<file path="src/dtl_pkg.sv">
package dtl_pkg;

  // Longest name accepted before the name-too-long error.
  localparam int unsigned MAX_NAME_CHARS = 511;
  localparam int unsigned NAME_W         = $clog2(MAX_NAME_CHARS + 1);

  localparam int unsigned VALUE_W    = 64;
  localparam int unsigned KW_COUNT   = 17;
  localparam int unsigned KW_W       = 5;
  localparam int unsigned FIFO_DEPTH = 4;
  localparam int unsigned FIFO_CNT_W = $clog2(FIFO_DEPTH + 1);
  localparam int unsigned FIFO_PTR_W = $clog2(FIFO_DEPTH);

  typedef enum logic [2:0] {
    KIND_NUMBER    = 3'd0,
    KIND_KEYWORD   = 3'd1,
    KIND_NAME_END  = 3'd2,
    KIND_NAME_CHAR = 3'd3,
    KIND_DELIM     = 3'd4,
    KIND_ERROR     = 3'd5
  } kind_e;

  typedef enum logic [1:0] {
    ERR_BAD_NUMBER   = 2'd0,
    ERR_NAME_LONG    = 2'd1,
    ERR_UNKNOWN_CHAR = 2'd2
  } err_e;

  // One output word.
  typedef struct packed {
    kind_e               kind;
    logic [VALUE_W-1:0]  value;
    logic [KW_W-1:0]     kw;
    logic [7:0]          ch;
    logic [NAME_W-1:0]   len;
    err_e                err;
    logic                last;
  } result_t;

  // Up to two words written by the lexer core in one cycle.
  typedef struct packed {
    logic [1:0] count;
    result_t    r0;
    result_t    r1;
  } push_t;

  typedef struct packed {
    logic                  room;
    logic [FIFO_CNT_W-1:0] level;
  } fifo_status_t;

  // Keyword spellings, right-justified, index order is the keyword code.
  localparam logic [63:0] KW_TEXT [KW_COUNT] = '{
    64'("void"),     64'("bool"),     64'("int8_t"),   64'("int16_t"),
    64'("int32_t"),  64'("int64_t"),  64'("uint8_t"),  64'({"uint16", "_t"}),
    64'({"uint32", "_t"}), 64'({"uint64", "_t"}), 64'("vector"), 64'("vectorR"),
    64'("string"),   64'("stringR"),  64'("false"),    64'("true"),
    64'("static")
  };

  localparam logic [3:0] KW_LEN [KW_COUNT] = '{
    4'd4, 4'd4, 4'd6, 4'd7, 4'd7, 4'd7, 4'd7, 4'd8, 4'd8,
    4'd8, 4'd6, 4'd7, 4'd6, 4'd7, 4'd5, 4'd4, 4'd6
  };

endpackage

</file>
<file path="src/dtl_fifo.sv">
module dtl_fifo import dtl_pkg::*; (
  input  logic         clk_i,
  input  logic         rst_ni,
  input  push_t        push_i,
  input  logic         pop_i,
  output result_t      head_o,
  output fifo_status_t status_o
);

  result_t               mem_q [FIFO_DEPTH];
  logic [FIFO_PTR_W-1:0] wr_q, wr_d;
  logic [FIFO_PTR_W-1:0] rd_q, rd_d;
  logic [FIFO_CNT_W-1:0] level_q, level_d;

  always_comb begin
    wr_d    = wr_q + FIFO_PTR_W'(push_i.count);
    rd_d    = rd_q + FIFO_PTR_W'(pop_i);
    level_d = level_q + FIFO_CNT_W'(push_i.count) - FIFO_CNT_W'(pop_i);
  end

  always_ff @(posedge clk_i or negedge rst_ni) begin
    if (!rst_ni) begin
      wr_q    <= '0;
      rd_q    <= '0;
      level_q <= '0;
    end else begin
      wr_q    <= wr_d;
      rd_q    <= rd_d;
      level_q <= level_d;
    end
  end

  // Word storage carries no reset; the level decides what is valid.
  always_ff @(posedge clk_i) begin
    if (push_i.count != 2'd0) begin
      mem_q[wr_q] <= push_i.r0;
    end
    if (push_i.count == 2'd2) begin
      mem_q[wr_q + FIFO_PTR_W'(1)] <= push_i.r1;
    end
  end

  assign head_o         = mem_q[rd_q];
  assign status_o.level = level_q;
  assign status_o.room  = (level_q <= FIFO_CNT_W'(FIFO_DEPTH - 2));

endmodule

</file>
<file path="src/dtl_core.sv">
module dtl_core import dtl_pkg::*; (
  input  logic       clk_i,
  input  logic       rst_ni,
  input  logic       in_valid_i,
  output logic       in_ready_o,
  input  logic       command_i,
  input  logic [7:0] source_char_i,
  input  logic       room_i,
  output push_t      push_o
);

  typedef enum logic [3:0] {
    MODE_IDLE, MODE_SLASH, MODE_LINE, MODE_BLOCK, MODE_BSTAR,
    MODE_SIGN, MODE_NUMBER, MODE_NAME, MODE_ERROR
  } mode_e;

  localparam logic [7:0] CH_SPACE = 8'h20;
  localparam logic [7:0] CH_TAB   = 8'h09;
  localparam logic [7:0] CH_LF    = 8'h0A;
  localparam logic [7:0] CH_VT    = 8'h0B;
  localparam logic [7:0] CH_FF    = 8'h0C;
  localparam logic [7:0] CH_CR    = 8'h0D;
  localparam logic [7:0] CH_SLASH = 8'h2F;
  localparam logic [7:0] CH_STAR  = 8'h2A;
  localparam logic [7:0] CH_PLUS  = 8'h2B;
  localparam logic [7:0] CH_MINUS = 8'h2D;
  localparam logic [7:0] CH_U     = 8'h75;
  localparam logic [7:0] CH_L     = 8'h6C;

  function automatic logic is_digit(input logic [7:0] c);
    return (c >= 8'h30) && (c <= 8'h39);
  endfunction

  function automatic logic is_alpha(input logic [7:0] c);
    return ((c >= 8'h61) && (c <= 8'h7A)) || ((c >= 8'h41) && (c <= 8'h5A)) ||
           (c == 8'h5F);
  endfunction

  function automatic logic is_space(input logic [7:0] c);
    return (c == CH_SPACE) || (c == CH_TAB) || (c == CH_LF) || (c == CH_CR) ||
           (c == CH_VT) || (c == CH_FF);
  endfunction

  function automatic logic is_delim(input logic [7:0] c);
    return (c == 8'h28) || (c == 8'h29) || (c == 8'h3C) || (c == 8'h3E) ||
           (c == 8'h3D) || (c == 8'h2C) || (c == 8'h3B) || (c == 8'h26);
  endfunction

  function automatic result_t mk(input kind_e kind, input logic [VALUE_W-1:0] val,
                                 input logic [KW_W-1:0] kw, input logic [7:0] ch,
                                 input logic [NAME_W-1:0] len, input err_e err);
    result_t r;
    r.kind  = kind;
    r.value = val;
    r.kw    = kw;
    r.ch    = ch;
    r.len   = len;
    r.err   = err;
    r.last  = 1'b0;
    return r;
  endfunction

  // Drops every keyword whose character at this position differs from c.
  function automatic logic [KW_COUNT-1:0] kw_step(input logic [KW_COUNT-1:0] m,
                                                  input logic [NAME_W-1:0] cnt,
                                                  input logic [7:0] c);
    logic [KW_COUNT-1:0] r;
    logic [2:0]          rev;
    logic [7:0]          ex;
    r = m;
    for (int k = 0; k < KW_COUNT; k++) begin
      rev = 3'(KW_LEN[k] - 4'd1) - cnt[2:0];
      ex  = KW_TEXT[k][{rev, 3'b000} +: 8];
      if ((cnt >= NAME_W'(KW_LEN[k])) || (ex != c)) begin
        r[k] = 1'b0;
      end
    end
    return r;
  endfunction

  // Input register.
  logic       in_vld_q;
  logic       in_cmd_q;
  logic [7:0] in_ch_q;
  logic       fire;

  // Lexer state.
  mode_e               mode_q, mode_d;
  logic [VALUE_W-1:0]  acc_q, acc_d;
  logic                neg_q, neg_d;
  logic [1:0]          suf_q, suf_d;
  logic [NAME_W-1:0]   cnt_q, cnt_d;
  logic [KW_COUNT-1:0] match_q, match_d;

  // Outcome of starting a fresh token on the current character.
  mode_e               st_mode;
  logic [VALUE_W-1:0]  st_acc;
  logic                st_neg;
  logic [NAME_W-1:0]   st_cnt;
  logic [KW_COUNT-1:0] st_match;
  logic                st_emit;
  result_t             st_res;

  logic                take_start;
  logic [1:0]          nres;
  result_t             res [2];
  logic [VALUE_W-1:0]  num_val;
  logic                kw_hit;
  logic [KW_W-1:0]     kw_code;
  result_t             name_res;

  assign fire       = in_vld_q && room_i;
  assign in_ready_o = !in_vld_q || room_i;

  always_comb begin
    st_mode  = MODE_IDLE;
    st_acc   = '0;
    st_neg   = 1'b0;
    st_cnt   = '0;
    st_match = '1;
    st_emit  = 1'b0;
    st_res   = mk(KIND_NUMBER, '0, '0, '0, '0, ERR_BAD_NUMBER);
    if (is_space(in_ch_q)) begin
      st_mode = MODE_IDLE;
    end else if (in_ch_q == CH_SLASH) begin
      st_mode = MODE_SLASH;
    end else if (is_digit(in_ch_q)) begin
      st_mode = MODE_NUMBER;
      st_acc  = VALUE_W'(in_ch_q[3:0]);
    end else if ((in_ch_q == CH_PLUS) || (in_ch_q == CH_MINUS)) begin
      st_mode = MODE_SIGN;
      st_neg  = (in_ch_q == CH_MINUS);
    end else if (is_alpha(in_ch_q)) begin
      st_mode  = MODE_NAME;
      st_cnt   = NAME_W'(1);
      st_match = kw_step('1, '0, in_ch_q);
      st_emit  = 1'b1;
      st_res   = mk(KIND_NAME_CHAR, '0, '0, in_ch_q, '0, ERR_BAD_NUMBER);
    end else if (is_delim(in_ch_q)) begin
      st_mode = MODE_IDLE;
      st_emit = 1'b1;
      st_res  = mk(KIND_DELIM, '0, '0, in_ch_q, '0, ERR_BAD_NUMBER);
    end else begin
      st_mode = MODE_ERROR;
      st_emit = 1'b1;
      st_res  = mk(KIND_ERROR, '0, '0, '0, '0, ERR_UNKNOWN_CHAR);
    end
  end

  // Closing words for a pending number or name.
  always_comb begin
    num_val = neg_q ? (VALUE_W'(0) - acc_q) : acc_q;
    kw_hit  = 1'b0;
    kw_code = '0;
    for (int k = KW_COUNT - 1; k >= 0; k--) begin
      if (match_q[k] && (cnt_q == NAME_W'(KW_LEN[k]))) begin
        kw_hit  = 1'b1;
        kw_code = KW_W'(k);
      end
    end
    name_res = kw_hit ? mk(KIND_KEYWORD, '0, kw_code, '0, '0, ERR_BAD_NUMBER)
                      : mk(KIND_NAME_END, '0, '0, '0, cnt_q, ERR_BAD_NUMBER);
  end

  always_comb begin
    mode_d     = mode_q;
    acc_d      = acc_q;
    neg_d      = neg_q;
    suf_d      = suf_q;
    cnt_d      = cnt_q;
    match_d    = match_q;
    take_start = 1'b0;
    nres       = 2'd0;
    res[0]     = mk(KIND_NUMBER, '0, '0, '0, '0, ERR_BAD_NUMBER);
    res[1]     = mk(KIND_NUMBER, '0, '0, '0, '0, ERR_BAD_NUMBER);

    if (mode_q == MODE_ERROR) begin
      // Sticky until reset.
    end else if (in_cmd_q) begin
      mode_d  = MODE_IDLE;
      acc_d   = '0;
      neg_d   = 1'b0;
      suf_d   = '0;
      cnt_d   = '0;
      match_d = '1;
      if (mode_q == MODE_NAME) begin
        res[0] = name_res;
        nres   = 2'd1;
      end else if (mode_q == MODE_NUMBER) begin
        res[0] = mk(KIND_NUMBER, num_val, '0, '0, '0, ERR_BAD_NUMBER);
        nres   = 2'd1;
      end else if (mode_q == MODE_SIGN) begin
        res[0] = mk(KIND_ERROR, '0, '0, '0, '0, ERR_BAD_NUMBER);
        nres   = 2'd1;
        mode_d = MODE_ERROR;
      end
    end else begin
      unique case (mode_q)
        MODE_SLASH: begin
          if (in_ch_q == CH_STAR) begin
            mode_d = MODE_BLOCK;
          end else if (in_ch_q == CH_SLASH) begin
            mode_d = MODE_LINE;
          end else begin
            take_start = 1'b1;
          end
        end
        MODE_LINE: begin
          if ((in_ch_q == CH_LF) || (in_ch_q == CH_CR)) begin
            mode_d = MODE_IDLE;
          end
        end
        MODE_BLOCK: begin
          if (in_ch_q == CH_STAR) begin
            mode_d = MODE_BSTAR;
          end
        end
        MODE_BSTAR: begin
          if (in_ch_q == CH_SLASH) begin
            mode_d = MODE_IDLE;
          end else if (in_ch_q != CH_STAR) begin
            mode_d = MODE_BLOCK;
          end
        end
        MODE_SIGN: begin
          if (is_digit(in_ch_q)) begin
            acc_d  = VALUE_W'(in_ch_q[3:0]);
            mode_d = MODE_NUMBER;
          end else begin
            res[0] = mk(KIND_ERROR, '0, '0, '0, '0, ERR_BAD_NUMBER);
            nres   = 2'd1;
            mode_d = MODE_ERROR;
          end
        end
        MODE_NUMBER: begin
          if ((suf_q == 2'd0) && is_digit(in_ch_q)) begin
            acc_d = (acc_q << 3) + (acc_q << 1) + VALUE_W'(in_ch_q[3:0]);
          end else if ((suf_q == 2'd0) && (in_ch_q == CH_U)) begin
            suf_d = 2'd1;
          end else if ((suf_q != 2'd2) && (in_ch_q == CH_L)) begin
            suf_d = 2'd2;
          end else begin
            res[0] = mk(KIND_NUMBER, num_val, '0, '0, '0, ERR_BAD_NUMBER);
            nres   = 2'd1;
            if ((suf_q == 2'd2) && (in_ch_q == CH_L)) begin
              mode_d  = MODE_IDLE;
              acc_d   = '0;
              neg_d   = 1'b0;
              suf_d   = '0;
            end else begin
              take_start = 1'b1;
            end
          end
        end
        MODE_NAME: begin
          if (is_alpha(in_ch_q) || is_digit(in_ch_q)) begin
            if (cnt_q == NAME_W'(MAX_NAME_CHARS)) begin
              res[0] = mk(KIND_ERROR, '0, '0, '0, '0, ERR_NAME_LONG);
              mode_d = MODE_ERROR;
            end else begin
              res[0]  = mk(KIND_NAME_CHAR, '0, '0, in_ch_q, '0, ERR_BAD_NUMBER);
              match_d = kw_step(match_q, cnt_q, in_ch_q);
              cnt_d   = cnt_q + NAME_W'(1);
            end
            nres = 2'd1;
          end else begin
            res[0]     = name_res;
            nres       = 2'd1;
            take_start = 1'b1;
          end
        end
        MODE_ERROR: begin
        end
        default: begin
          take_start = 1'b1;
        end
      endcase

      if (take_start) begin
        mode_d  = st_mode;
        acc_d   = st_acc;
        neg_d   = st_neg;
        suf_d   = '0;
        cnt_d   = st_cnt;
        match_d = st_match;
        if (st_emit) begin
          res[nres[0]] = st_res;
          nres         = nres + 2'd1;
        end
      end
    end

    if (nres == 2'd1) begin
      res[0].last = 1'b1;
    end else if (nres == 2'd2) begin
      res[1].last = 1'b1;
    end
  end

  always_ff @(posedge clk_i or negedge rst_ni) begin
    if (!rst_ni) begin
      in_vld_q <= 1'b0;
      mode_q   <= MODE_IDLE;
      acc_q    <= '0;
      neg_q    <= 1'b0;
      suf_q    <= '0;
      cnt_q    <= '0;
      match_q  <= '1;
    end else begin
      if (in_valid_i && in_ready_o) begin
        in_vld_q <= 1'b1;
      end else if (fire) begin
        in_vld_q <= 1'b0;
      end
      if (fire) begin
        mode_q  <= mode_d;
        acc_q   <= acc_d;
        neg_q   <= neg_d;
        suf_q   <= suf_d;
        cnt_q   <= cnt_d;
        match_q <= match_d;
      end
    end
  end

  // Payload of the input register needs no reset.
  always_ff @(posedge clk_i) begin
    if (in_valid_i && in_ready_o) begin
      in_cmd_q <= command_i;
      in_ch_q  <= source_char_i;
    end
  end

  assign push_o.count = fire ? nres : 2'd0;
  assign push_o.r0    = res[0];
  assign push_o.r1    = res[1];

endmodule

</file>
<file path="src/declaration_token_lexer.sv">
// Channel  Direction  Handshake               Word
// input    in         in_valid_i/in_ready_o   command_i, source_char_i
// output   out        out_valid_o/out_ready_i kind_o .. last_o (one token word)
//
// An accepted input word lands in an input register; from there the lexer core
// turns it into zero, one or two output words and writes them into a four-entry
// output queue. A new input word is taken every cycle while the queue holds at
// most two words; the output port drains one word per cycle while out_ready_i is
// high, which sets the rate when items produce two words. Reset clears the lexer
// state, the input register valid bit and the queue pointers. A stalled output
// fills the queue and then holds input.
module declaration_token_lexer import dtl_pkg::*; (
  input  logic                      clk_i,
  input  logic                      rst_ni,
  input  logic                      in_valid_i,
  output logic                      in_ready_o,
  input  logic                      command_i,
  input  logic [7:0]                source_char_i,
  output logic                      out_valid_o,
  input  logic                      out_ready_i,
  output logic [2:0]                kind_o,
  output logic signed [VALUE_W-1:0] number_value_o,
  output logic [KW_W-1:0]           keyword_code_o,
  output logic [7:0]                char_out_o,
  output logic [NAME_W-1:0]         name_length_o,
  output logic [1:0]                error_code_o,
  output logic                      last_o
);

  push_t        push;
  fifo_status_t status;
  result_t      head;
  logic         pop;
  logic         push_error;

  // The core decodes one character per cycle while the queue has room, closing
  // tokens on the character after them, so one word can cause two results.
  dtl_core u_core (
    .clk_i         (clk_i),
    .rst_ni        (rst_ni),
    .in_valid_i    (in_valid_i),
    .in_ready_o    (in_ready_o),
    .command_i     (command_i),
    .source_char_i (source_char_i),
    .room_i        (status.room),
    .push_o        (push)
  );

  // The queue parts the lexer from the consumer so a waiting word does not
  // block the next character while the queue has room.
  dtl_fifo u_fifo (
    .clk_i    (clk_i),
    .rst_ni   (rst_ni),
    .push_i   (push),
    .pop_i    (pop),
    .head_o   (head),
    .status_o (status)
  );

  assign out_valid_o    = (status.level != '0);
  assign pop            = out_valid_o && out_ready_i;
  assign kind_o         = head.kind;
  assign number_value_o = head.value;
  assign keyword_code_o = head.kw;
  assign char_out_o     = head.ch;
  assign name_length_o  = head.len;
  assign error_code_o   = head.err;
  assign last_o         = head.last;

  // An error word is always the last word that its item writes.
  assign push_error = ((push.count == 2'd1) && (push.r0.kind == KIND_ERROR)) ||
                      ((push.count == 2'd2) && (push.r1.kind == KIND_ERROR));

`ifndef SYNTHESIS
  a_push_has_room: assert property (@(posedge clk_i) disable iff (!rst_ni)
    (push.count != 2'd0) |-> $past(status.room) || status.room)
    else $error("words written without queue room");

  a_level_bound: assert property (@(posedge clk_i) disable iff (!rst_ni)
    status.level <= FIFO_CNT_W'(FIFO_DEPTH))
    else $error("output queue overflow");

  a_last_flag: assert property (@(posedge clk_i) disable iff (!rst_ni)
    (push.count == 2'd2) |-> (!push.r0.last && push.r1.last))
    else $error("last flag misplaced on a two-word item");

  a_error_sticky: assert property (@(posedge clk_i) disable iff (!rst_ni)
    push_error |=> (push.count == 2'd0))
    else $error("word produced after an error");
`endif

endmodule

</file>
<file path="config.mk">
export PLATFORM = sky130hd
export DESIGN_NAME = declaration_token_lexer
export DESIGN_NICKNAME = d
export VERILOG_FILES = /design/src/dtl_pkg.sv /design/src/dtl_fifo.sv /design/src/dtl_core.sv /design/src/declaration_token_lexer.sv
export SDC_FILE = /design/constraint.sdc
export NUM_CORES = 1
export LEC_CHECK = 0
export ABC_CLOCK_PERIOD_IN_PS = 13800
export BUFFER_PORTS_ARGS = -buffer_cell sky130_fd_sc_hd__clkbuf_2
export CAP_MARGIN = 5
export CORE_MARGIN = 10
export CORE_UTILIZATION = 30
export DETAILED_ROUTE_END_ITERATION = 8
export PLACE_DENSITY_LB_ADDON = 0.25
export RECOVER_POWER = 25
export SLEW_MARGIN = 40
export SYNTH_ARGS = -nofsm -noshare
export SYNTH_HDL_FRONTEND = slang
export SYNTH_SLANG_ARGS = --single-unit
</file>
<file path="constraint.sdc">
create_clock -name clk_i -period 13.8 [get_ports clk_i]
set_input_delay 2.76 -clock clk_i [delete_from_list [all_inputs] [get_ports clk_i]]
set_output_delay 2.76 -clock clk_i [all_outputs]
set_load 0.005 [all_outputs]
</file>
==> key figures, run 1 <==
Worst setup path
  – Delay-heaviest family, CP: simple AND/OR/NAND/NOR gates
  – CP arrival: 8450 ps
  – Slowest cell delay on critical path: 1750 ps
  – CP Capture Type: flop
  – Buf/Inv on CP: 4
  – Crit-path max FO: 71
  – Master of the slowest instance on the critical path: clkbuf_1
  – Crit path cell chain: clkbuf_1 -> nor2_1 -> o211ai_1 -> a211oi_1 -> nor4_1 -> nor2_1 -> inv_1 -> ha_1 -> o221a_1 -> or2_0 -> nor3_1 -> buf_6 -> inv_1 -> mux2_2
  – CP startpoint kind: flop
  – Worst endpoint required time: 14,150 ps
  – Critical path type: reg2reg

STA
  – Setup TNS after final layout: 0 ps
  – Fmax: 0.1235 GHz
  – Clock skew: 38.66 ps
  – Fin. max-slew vios: 264
  – Hold_ws: 481.2 ps
  – Final period util: 58.69%
  – Tmin final: 8099 ps
  – Setup Viol. Count Final: 0
  – Least-Margin Pin Slew: 3606 ps
  – Unrepaired setup endpoints after global routing: no
  – Fin worst setup slack: 5701 ps
  – Worst slew margin: -140.4%
  – Final hold vios: 0

Power and ir drop
  – Flop pwr share: 37.8%
  – Pint: 3.319 mW
  – Cell Pwr Density: 160.3 mW/mm^2
  – Power share of the clock group: 28.1%
  – Psw: 1.830 mW
  – P_leak: 13.03 nW
  – Worst vdd ir: 98.74 uV
  – Gate power share: 34.1%
  – Sw Share: 35.53%

Placement
  – RD Place Congestion: 0.8578
  – Hpwl dp: 55.12 mm
  – Post-placement setup slack: 8200 ps
  – Port bufs: 106

Floorplan
  – Die H: 328.5 um
  – Initial Util: 30.14%
  – Chip width: 328.5 um
  – Top Ports: 107
  – Core area: 0.09473 sq mm
  – Die footprint: 0.1079 sq mm
  – Site Rows: 113

Detailed routing
  – Routed len/inst: 20.08 um
  – Initial DRC count: 1,546
  – Via count: 20.59k
  – ANT nets after route: 0
  – Detailed Route WL: 80.99 mm
  – Via/cell ratio: 5.105
  – Remaining DRCs: 0
  – First-pass iteration count of the detailed router: 5

Synth
  – Post-synthesis cell area: 0.02855 sq mm
  – Ys flop type: edfxtp_1
  – Synth cell types: 94
  – Asr flop ratio synth: 21.78%
  – Average cell area after synthesis: 10.64 sq um
  – Synth Register Bits: 482
  – Share of the synthesized area in the top cell type: 39.65%
  – Post-synth EDFFs: 377
  – Ys Warns: 0
  – Post-Synthesis Cells: 2,684
  – Area leader, netlist: edfxtp_1
  – Sequential area share after synthesis: 48.93%
  – Top cells by area, synth: edfxtp_1 (40%), dfrtp_1 (7.7%), mux4_2 (7.3%), ha_1 (6.5%), nor2_1 (5.7%)

GRT
  – First-pass GRT wire length: 127.2 mm
  – GRT overflow: 0
  – Largest net degree at the start of global routing: 76
  – Number of global-route vias before repair: 20.61k
  – Antenna violations before repair: 0
  – GRT Total Usage: 14.75%

Layout
  – Share of layout cells above drive strength 1: 13.11%
  – # diodes: 0
  – Fillers: 9,555
  – Layout Nets: 2,894
  – Final Core Density: 33.90%
  – Synth-to-Final Area Change: 12.48%

CTS
  – CTS H-Tree Depth: 2
  – Worst-Skew Late Latency: 630 ps
  – Root Buffer: clkbuf_16
  – Post CTS Setup Buffer Count: 0
  – TritonCTS Buffers: 54
  – Clock sinks: 482
  – Clk buf depth: 3
  – Post-CTS Resized: 0
  – Cts hold-fix bufs: 0
  – Reg clk slew, reported paths: 60 ps
  – CTS tree: built

Job
  – Max Cap Violations: 7

Hold path
  – Hold WC Path Type: reg2reg

Run status
  – Outcome: finished with violations
  – Failing checks: capacitance limit, slew limit
## synth_stat cells (46+ instances only)
library cell,count
nor2_1,435
edfxtp_1,377
nand2_1,291
o21ai_0,182
xnor2_1,150
ha_1,148
a21oi_1,126
mux4_2,92
dfrtp_1,88
clkbuf_1,85
a21o_1,46
xor2_1,46
## registers in the layout, summed over array words and instances (netlist names)
| name | count |
|---|---|
| u_fifo.level_q | 3 |
| u_core.in_vld_q | 1 |
| u_fifo.rd_q | 2 |
| u_fifo.wr_q | 2 |
| u_core.match_q | 17 |
| u_core.neg_q | 1 |
| u_core.suf_q | 2 |
| u_core.acc_q | 64 |
| u_core.in_ch_q | 8 |
| u_core.mode_q | 4 |
| u_core.cnt_q | 9 |
| u_core.in_cmd_q | 1 |
| u_fifo.mem_q | 368 |
## cells by family (layout without fill, tap and decap cells)
logic type	Yosys count	in the layout	share of synthesized area, %
buffers and inverters	197	279	2.831
multiplexers	107	107	7.814
flip-flops	482	482	48.93
AO/OA/AOI/OAI	527	527	11.53
adder cells (fa/ha/maj)	152	152	6.732
other	1	4	0.01313
AND/OR/NAND/NOR	1022	1022	16.14
XOR/XNOR	196	196	6.013
## power by group through the flow
stage / clock network (mW) / registers [mW] / logic, mW
after floorplan: 0 / 1.90 / 1.19
after global placement: 0 / 1.98 / 1.79
after detailed placement: 0 / 1.98 / 1.79
after CTS: 1.48 / 1.95 / 1.80
after global routing: 1.53 / 1.97 / 1.93
final: 1.45 / 1.95 / 1.75
## path summary, 6_finish.rpt
kind                               startpoint             endpoint  slack [ps]  depth (start not counted)
min in group asynchronous              rst_ni      u_core.cnt_q[4]        2990                          1
setup reg to reg            u_core.in_ch_q[1]  u_fifo.mem_q[1][89]        5700                         14
hold reg to reg            u_core.match_q[16]   u_core.match_q[16]         480                          2
hold / removal             u_core.match_q[16]   u_core.match_q[16]         480                          2
max in group asynchronous              rst_ni       u_fifo.rd_q[0]        5800                          2
setup / recovery            u_core.in_ch_q[1]  u_fifo.mem_q[1][89]        5700                         14
## stage by stage
step	power [mW]	std cells	instance area [sq um]
2_1_floorplan	3.086	2687	28560
3_3_place_gp	3.765	3933	30340
3_5_place_dp	3.774	3938	30470
4_1_cts	5.235	4033	32220
5_1_grt	5.434	4034	32110
6_report	5.149	4034	32110
## worst reg2reg max path: cells and delay by family (launching register included)
kind / cells / cell delay, ps
AO/OA/AOI/OAI: 3 / 1290
adder cells (fa/ha/maj): 1 / 230
buffers and inverters: 4 / 2740
AND/OR/NAND/NOR: 5 / 2950
multiplexers: 1 / 310
flip-flops: 1 / 320
## cells in the final DEF, fill, tap and decap left out, drive strengths merged, types with 14 or more instances in the layout
cell and count:
ha 148, clkbuf 172, a21o 46, xnor2 150, nand2b 17, o21ai 187
buf 31, inv 45, nand2 291, nor2b 16, clkinv 22, xor2 46
mux4 92, and2 43, or2 14, nand4 24, dfstp 17, nor4 16
dfrtp 88, a21oi 126, o31ai 36, nand3 45, nor3 44, a31oi 19
edfxtp 377, or3 21, nor2 438, or4 16
## per-layer routing
metal	part of all wire (%)	track usage, %
met1	48	21.01
met3	4.2	1.688
met5	0	0
met4	1.7	3.247
met2	46	23.83
## layout make-up
class	count	area (sq um)	area share (%)
Multi-Input combinational cell	2008	13790	42.95
Timing Repair Buffer	143	862.1	2.684
Clock inverter	35	349.1	1.087
Inverter	41	153.9	0.4792
Sequential cell	482	13980	43.53
Clock buffer	60	1395	4.344
Tap cell	1265	1583	4.929
No activity file was read; power rests on OpenSTA's default activity.
==> run 2, diff against run 1 <==
--- a/config.mk
+++ b/config.mk
@@ -5,7 +5,8 @@
 export SDC_FILE = /design/constraint.sdc
 export NUM_CORES = 1
 export LEC_CHECK = 0
-export ABC_CLOCK_PERIOD_IN_PS = 13800
+export ABC_AREA = 1
+export ABC_CLOCK_PERIOD_IN_PS = 7450
 export BUFFER_PORTS_ARGS = -buffer_cell sky130_fd_sc_hd__clkbuf_2
 export CAP_MARGIN = 5
 export CORE_MARGIN = 10
==> constraint.sdc (replaced) <==
create_clock -name clk_i -period 7.45 [get_ports clk_i]
set_input_delay 1.49 -clock clk_i [delete_from_list [all_inputs] [get_ports clk_i]]
set_output_delay 1.49 -clock clk_i [all_outputs]
set_load 0.005 [all_outputs]
==> run 2 against run 1 <==
The run still ends with capacitance limit, slew limit left. Via count up 35%. Sequential share of layout area shrank 4.3 points. Hold slack worse by 11 ps. Critical path depth is 9 lower. Count of clock-buffer cells in the layout is 11 higher. Sequential power grew 99%. Critical path type is now reg2out.
==> key figures, run 2 <==
Placement
  – Hpwl dp: 74.71 mm (was 55.12 mm)
  – Dpl cell area: 0.03399 sq mm (was 0.03047 sq mm)
  – RD Place Congestion: 0.9479 (was 0.8578)
  – Port bufs: 106 (unchanged)

GRT
  – GRT overflow: 0 (unchanged)
  – Largest net degree at the start of global routing: 104 (was 76)
  – GRT Total Usage: 16.99% (was 14.75%)
  – First-pass GRT wire length: 163.0 mm (was 127.2 mm)
  – Number of global-route vias before repair: 26.61k (was 20.61k)
  – Antenna violations before repair: 0 (unchanged)

CTS
  – TritonCTS Buffers: 53 (was 54)
  – Worst-Skew Late Latency: 630 ps (about the same)
  – Post CTS Setup Buffer Count: 0 (unchanged)
  – Cts hold-fix bufs: 0 (unchanged)
  – Post-CTS Resized: 0 (unchanged)
  – CTS tree: built (unchanged)
  – CTS H-Tree Depth: 2 (unchanged)
  – Clk buf depth: 3 (unchanged)
  – Reg clk slew, reported paths: 60 ps (about the same)
  – Root Buffer: clkbuf_16 (unchanged)
  – Clock sinks: 482 (unchanged)

Worst setup path
  – Master of the slowest instance on the critical path: clkbuf_1 (unchanged)
  – Crit path cell chain: clkbuf_2 -> clkbuf_1 -> o21ai_0 -> o22ai_1 -> clkbuf_2 (was clkbuf_1 -> nor2_1 -> o211ai_1 -> a211oi_1 -> nor4_1 -> nor2_1 -> inv_1 -> ha_1 -> o221a_1 -> or2_0 -> nor3_1 -> buf_6 -> inv_1 -> mux2_2)
  – CP Capture Type: output port (was flop)
  – Worst endpoint required time: 5960 ps (was 14,150 ps)
  – Critical path's most frequent cell: clkbuf_2
  – Crit-path max FO: 51 (was 71)
  – CP arrival: 4860 ps (was 8450 ps)
  – Buf/Inv on CP: 3 (was 4)
  – CP startpoint kind: flop (unchanged)
  – Worst r2r src: u_core.in_ch_q[3] (was u_core.in_ch_q[1])
  – Cells on worst reg2reg path: 13 (was 14)
  – Critical path type: reg2out (was reg2reg)
  – Reg2reg end: u_fifo.mem_q[1][53] (was u_fifo.mem_q[1][89])
  – Delay-heaviest family, CP: buffers and inverters (was simple AND/OR/NAND/NOR gates)
  – Slowest cell delay on critical path: 1960 ps (was 1750 ps)
  – Internal reg-to-reg setup slack: 1350 ps (was 5700 ps)

STA
  – Worst slew margin: -127.1% (was -140.4%)
  – Unrepaired setup endpoints after global routing: no (unchanged)
  – Fmax: 0.1574 GHz
  – Fin. max-slew vios: 205 (was 264)
  – Hold_ws: 470.5 ps (was 481.2 ps)
  – Final period util: 85.28%
  – Least-Margin Pin Slew: 3406 ps (was 3606 ps)
  – Setup Viol. Count Final: 0 (unchanged)
  – Clock skew: 18.07 ps (was 38.66 ps)
  – Tmin final: 6353 ps
  – Setup TNS after final layout: 0 ps (unchanged)
  – Final hold vios: 0 (unchanged)

Synth
  – Mux contribution to synthesized area: 0% (was 7.814%)
  – Synth cell count leaders: nand2_1 (935), inv_1 (610), nor2_1 (596), edfxtp_1 (377), o21ai_0 (340) (was nor2_1 (435), edfxtp_1 (377), nand2_1 (291), o21ai_0 (182), xnor2_1 (150))
  – Synth Area in Compound Gates: 12.90% (was 11.53%)
  – Average cell area after synthesis: 7.659 sq um (was 10.64 sq um)
  – Post-Synthesis Cells: 4,191 (was 2,684)
  – Post-Synth Adder-Cell Area: 5.956% (was 6.732%)
  – Post-synthesis cell area: 0.03210 sq mm (was 0.02855 sq mm)
  – Cell with the most instances after synthesis: nand2_1 (was nor2_1)
  – Ys flop type: edfxtp_1 (unchanged)
  – Synth cell types: 57 (was 94)
  – Asr flop ratio synth: 21.78% (unchanged)
  – Largest family of logic cells by synthesized area: simple AND/OR/NAND/NOR gates (unchanged)
  – Ys Warns: 0 (unchanged)
  – Area leader, netlist: edfxtp_1 (unchanged)
  – Simple-gate share of the synthesized area: 24.59% (was 16.14%)
  – Synth Area in XOR/XNOR: 3.193% (was 6.013%)
  – Post-synth EDFFs: 377 (unchanged)
  – Synth Register Bits: 482 (unchanged)
  – Sequential area share after synthesis: 43.52% (was 48.93%)
  – Top cells by area, synth: edfxtp_1 (35%), nand2_1 (11%), inv_1 (7.1%), nor2_1 (7.0%), dfrtp_1 (6.9%) (was edfxtp_1 (40%), dfrtp_1 (7.7%), mux4_2 (7.3%), ha_1 (6.5%), nor2_1 (5.7%))
  – Share of the synthesized area in the top cell type: 35.27% (was 39.65%)

Layout
  – Max reg flops: 368 (unchanged)
  – Final Core Density: 33.67% (was 33.90%)
  – Layout Nets: 4,374 (was 2,894)
  – # diodes: 0 (unchanged)
  – Biggest register: u_fifo.mem_q (unchanged)
  – Most frequent cells in the layout: nand2_1 (934), inv_1 (610), nor2_1 (596), edfxtp_1 (377), o21ai_0 (357) (was nor2_1 (435), edfxtp_1 (377), nand2_1 (291), o21ai_0 (184), xnor2_1 (150))
  – Final instance area: 0.03559 sq mm (was 0.03211 sq mm)
  – Most common cell after layout, fill and taps aside: nand2_1 (was nor2_1)
  – Synth-to-Final Area Change: 10.88% (was 12.48%)
  – Share of layout cells above drive strength 1: 6.276% (was 13.11%)
  – Fillers: 11.30k (was 9,555)
  – Largest regs: u_fifo.mem_q (368), u_core.acc_q (64), u_core.match_q (17) (unchanged)

Floorplan
  – Chip width: 347.1 um (was 328.5 um)
  – Top Ports: 107 (unchanged)
  – Site Rows: 119 (was 113)
  – Die footprint: 0.1205 sq mm (was 0.1079 sq mm)
  – Die H: 347.1 um (was 328.5 um)
  – Initial Util: 30.36% (was 30.14%)
  – Core area: 0.1057 sq mm (was 0.09473 sq mm)

Detailed routing
  – Top routing layer in use: met4 (unchanged)
  – Wl on met1: 51.09 mm (was 38.62 mm)
  – Remaining DRCs: 0 (unchanged)
  – WL met3: 4.550 mm (was 3.384 mm)
  – Detailed Route WL: 105.9 mm (was 80.99 mm)
  – Routed len/inst: 18.77 um (was 20.08 um)
  – First-pass iteration count of the detailed router: 8 (was 5)
  – Via/cell ratio: 4.927 (was 5.105)
  – ANT nets after route: 0 (unchanged)
  – WL met2: 48.49 mm (was 37.60 mm)
  – Via count: 27.81k (was 20.59k)
  – Initial DRC count: 2,206 (was 1,546)

Run status
  – Outcome: finished with violations (unchanged)
  – Failing checks: capacitance limit, slew limit (unchanged)

Power and ir drop
  – Cell Pwr Density: 366.9 mW/mm^2 (was 160.3 mW/mm^2)
  – Worst vdd ir: 187.4 uV (was 98.74 uV)
  – P_leak: 16.60 nW (was 13.03 nW)
  – Power Total: 13.06 mW (was 5.149 mW)

Hold path
  – Hold_sp: u_core.match_q[6] (was u_core.match_q[16])
  – Hold path depth: 2 (unchanged)
  – Hold EP: u_core.match_q[6] (was u_core.match_q[16])
  – Hold WC Path Type: reg2reg (unchanged)

Job
  – Max Cap Violations: 4 (was 7)
run 2: cell count changes after synthesis, sizes merged, moves of 34 or more:
cell   change
inv      +595
nand2    +651
xor2      +40
nand3     +90
nand4     +57
a21o      -34
mux4      -92
nor3      +34
o22ai     +91
nor2     +170
xnor2    -119
o21ai    +188
and2      -42
a21oi     +48
run 2: cell type report:
cell class	instances	area, sq um	area share, %
Sequential cell	482	13970	39.27
Multi-Input combinational cell	2904	15010	42.18
Inverter	638	2404	6.753
Tap cell	1391	1740	4.890
Clock inverter	28	251.5	0.7066
Clock buffer	71	1485	4.173
Timing Repair Buffer	131	724.4	2.036
run 2: metal layers:
layer  global-route usage [%]  up-vias
met3                    1.502      100
met2                    27.79      668
met4                    3.516        0
met5                        0        -
li1                         -    13814
met1                    24.24    13232
run 2: cells by family (layout without fill, tap and decap cells):
group,Yosys count,in the layout
and+or+nand+nor,1891,1891
xor gates and xnor gates,117,117
buffers and inverters,808,868
DFF,482,482
other,1,4
AOI/OAI and AO/OA,741,741
adders and majority gates,151,151
run 2: per-stage QoR:
step / cells / setup slack [ps]
5_1_grt: 5645 / 775.1
6_report: 5645 / 1097
3_5_place_dp: 5546 / 1902
2_1_floorplan: 4194 / 2756
4_1_cts: 5645 / 1876
3_3_place_gp: 5546 / 1998
run 2: power by group:
group	total, mW	switching, mW	internal (mW)
combinational	6.52	4.58	1.93
sequential	3.88	0.402	3.47
clock	2.66	1.15	1.51
total	13.1	6.14	6.92
run 2: worst max path at each step:
stage,startpoint,endpoint,slack [ps],depth (start not counted)
floorplan,u_core.in_ch_q[7],u_fifo.mem_q[1][0],2760,15
global placement,u_core.in_ch_q[1],u_fifo.mem_q[0][77],2000,13
detailed placement,u_core.in_ch_q[3],u_fifo.mem_q[2][67],1900,13
CTS,u_core.in_ch_q[3],u_fifo.mem_q[2][66],1880,13
global route,u_fifo.rd_q[1],last_o,780,5
finish,u_fifo.rd_q[1],kind_o[0],1100,5
run 2: worst register-to-register path, delay by kind of cell, from the launching register on:
kind                   cells  cell delay [ps]
and+or+nand+nor            9             3590
buffers and inverters      2              890
AOI/OAI and AO/OA          2              450
DFF                        1              790
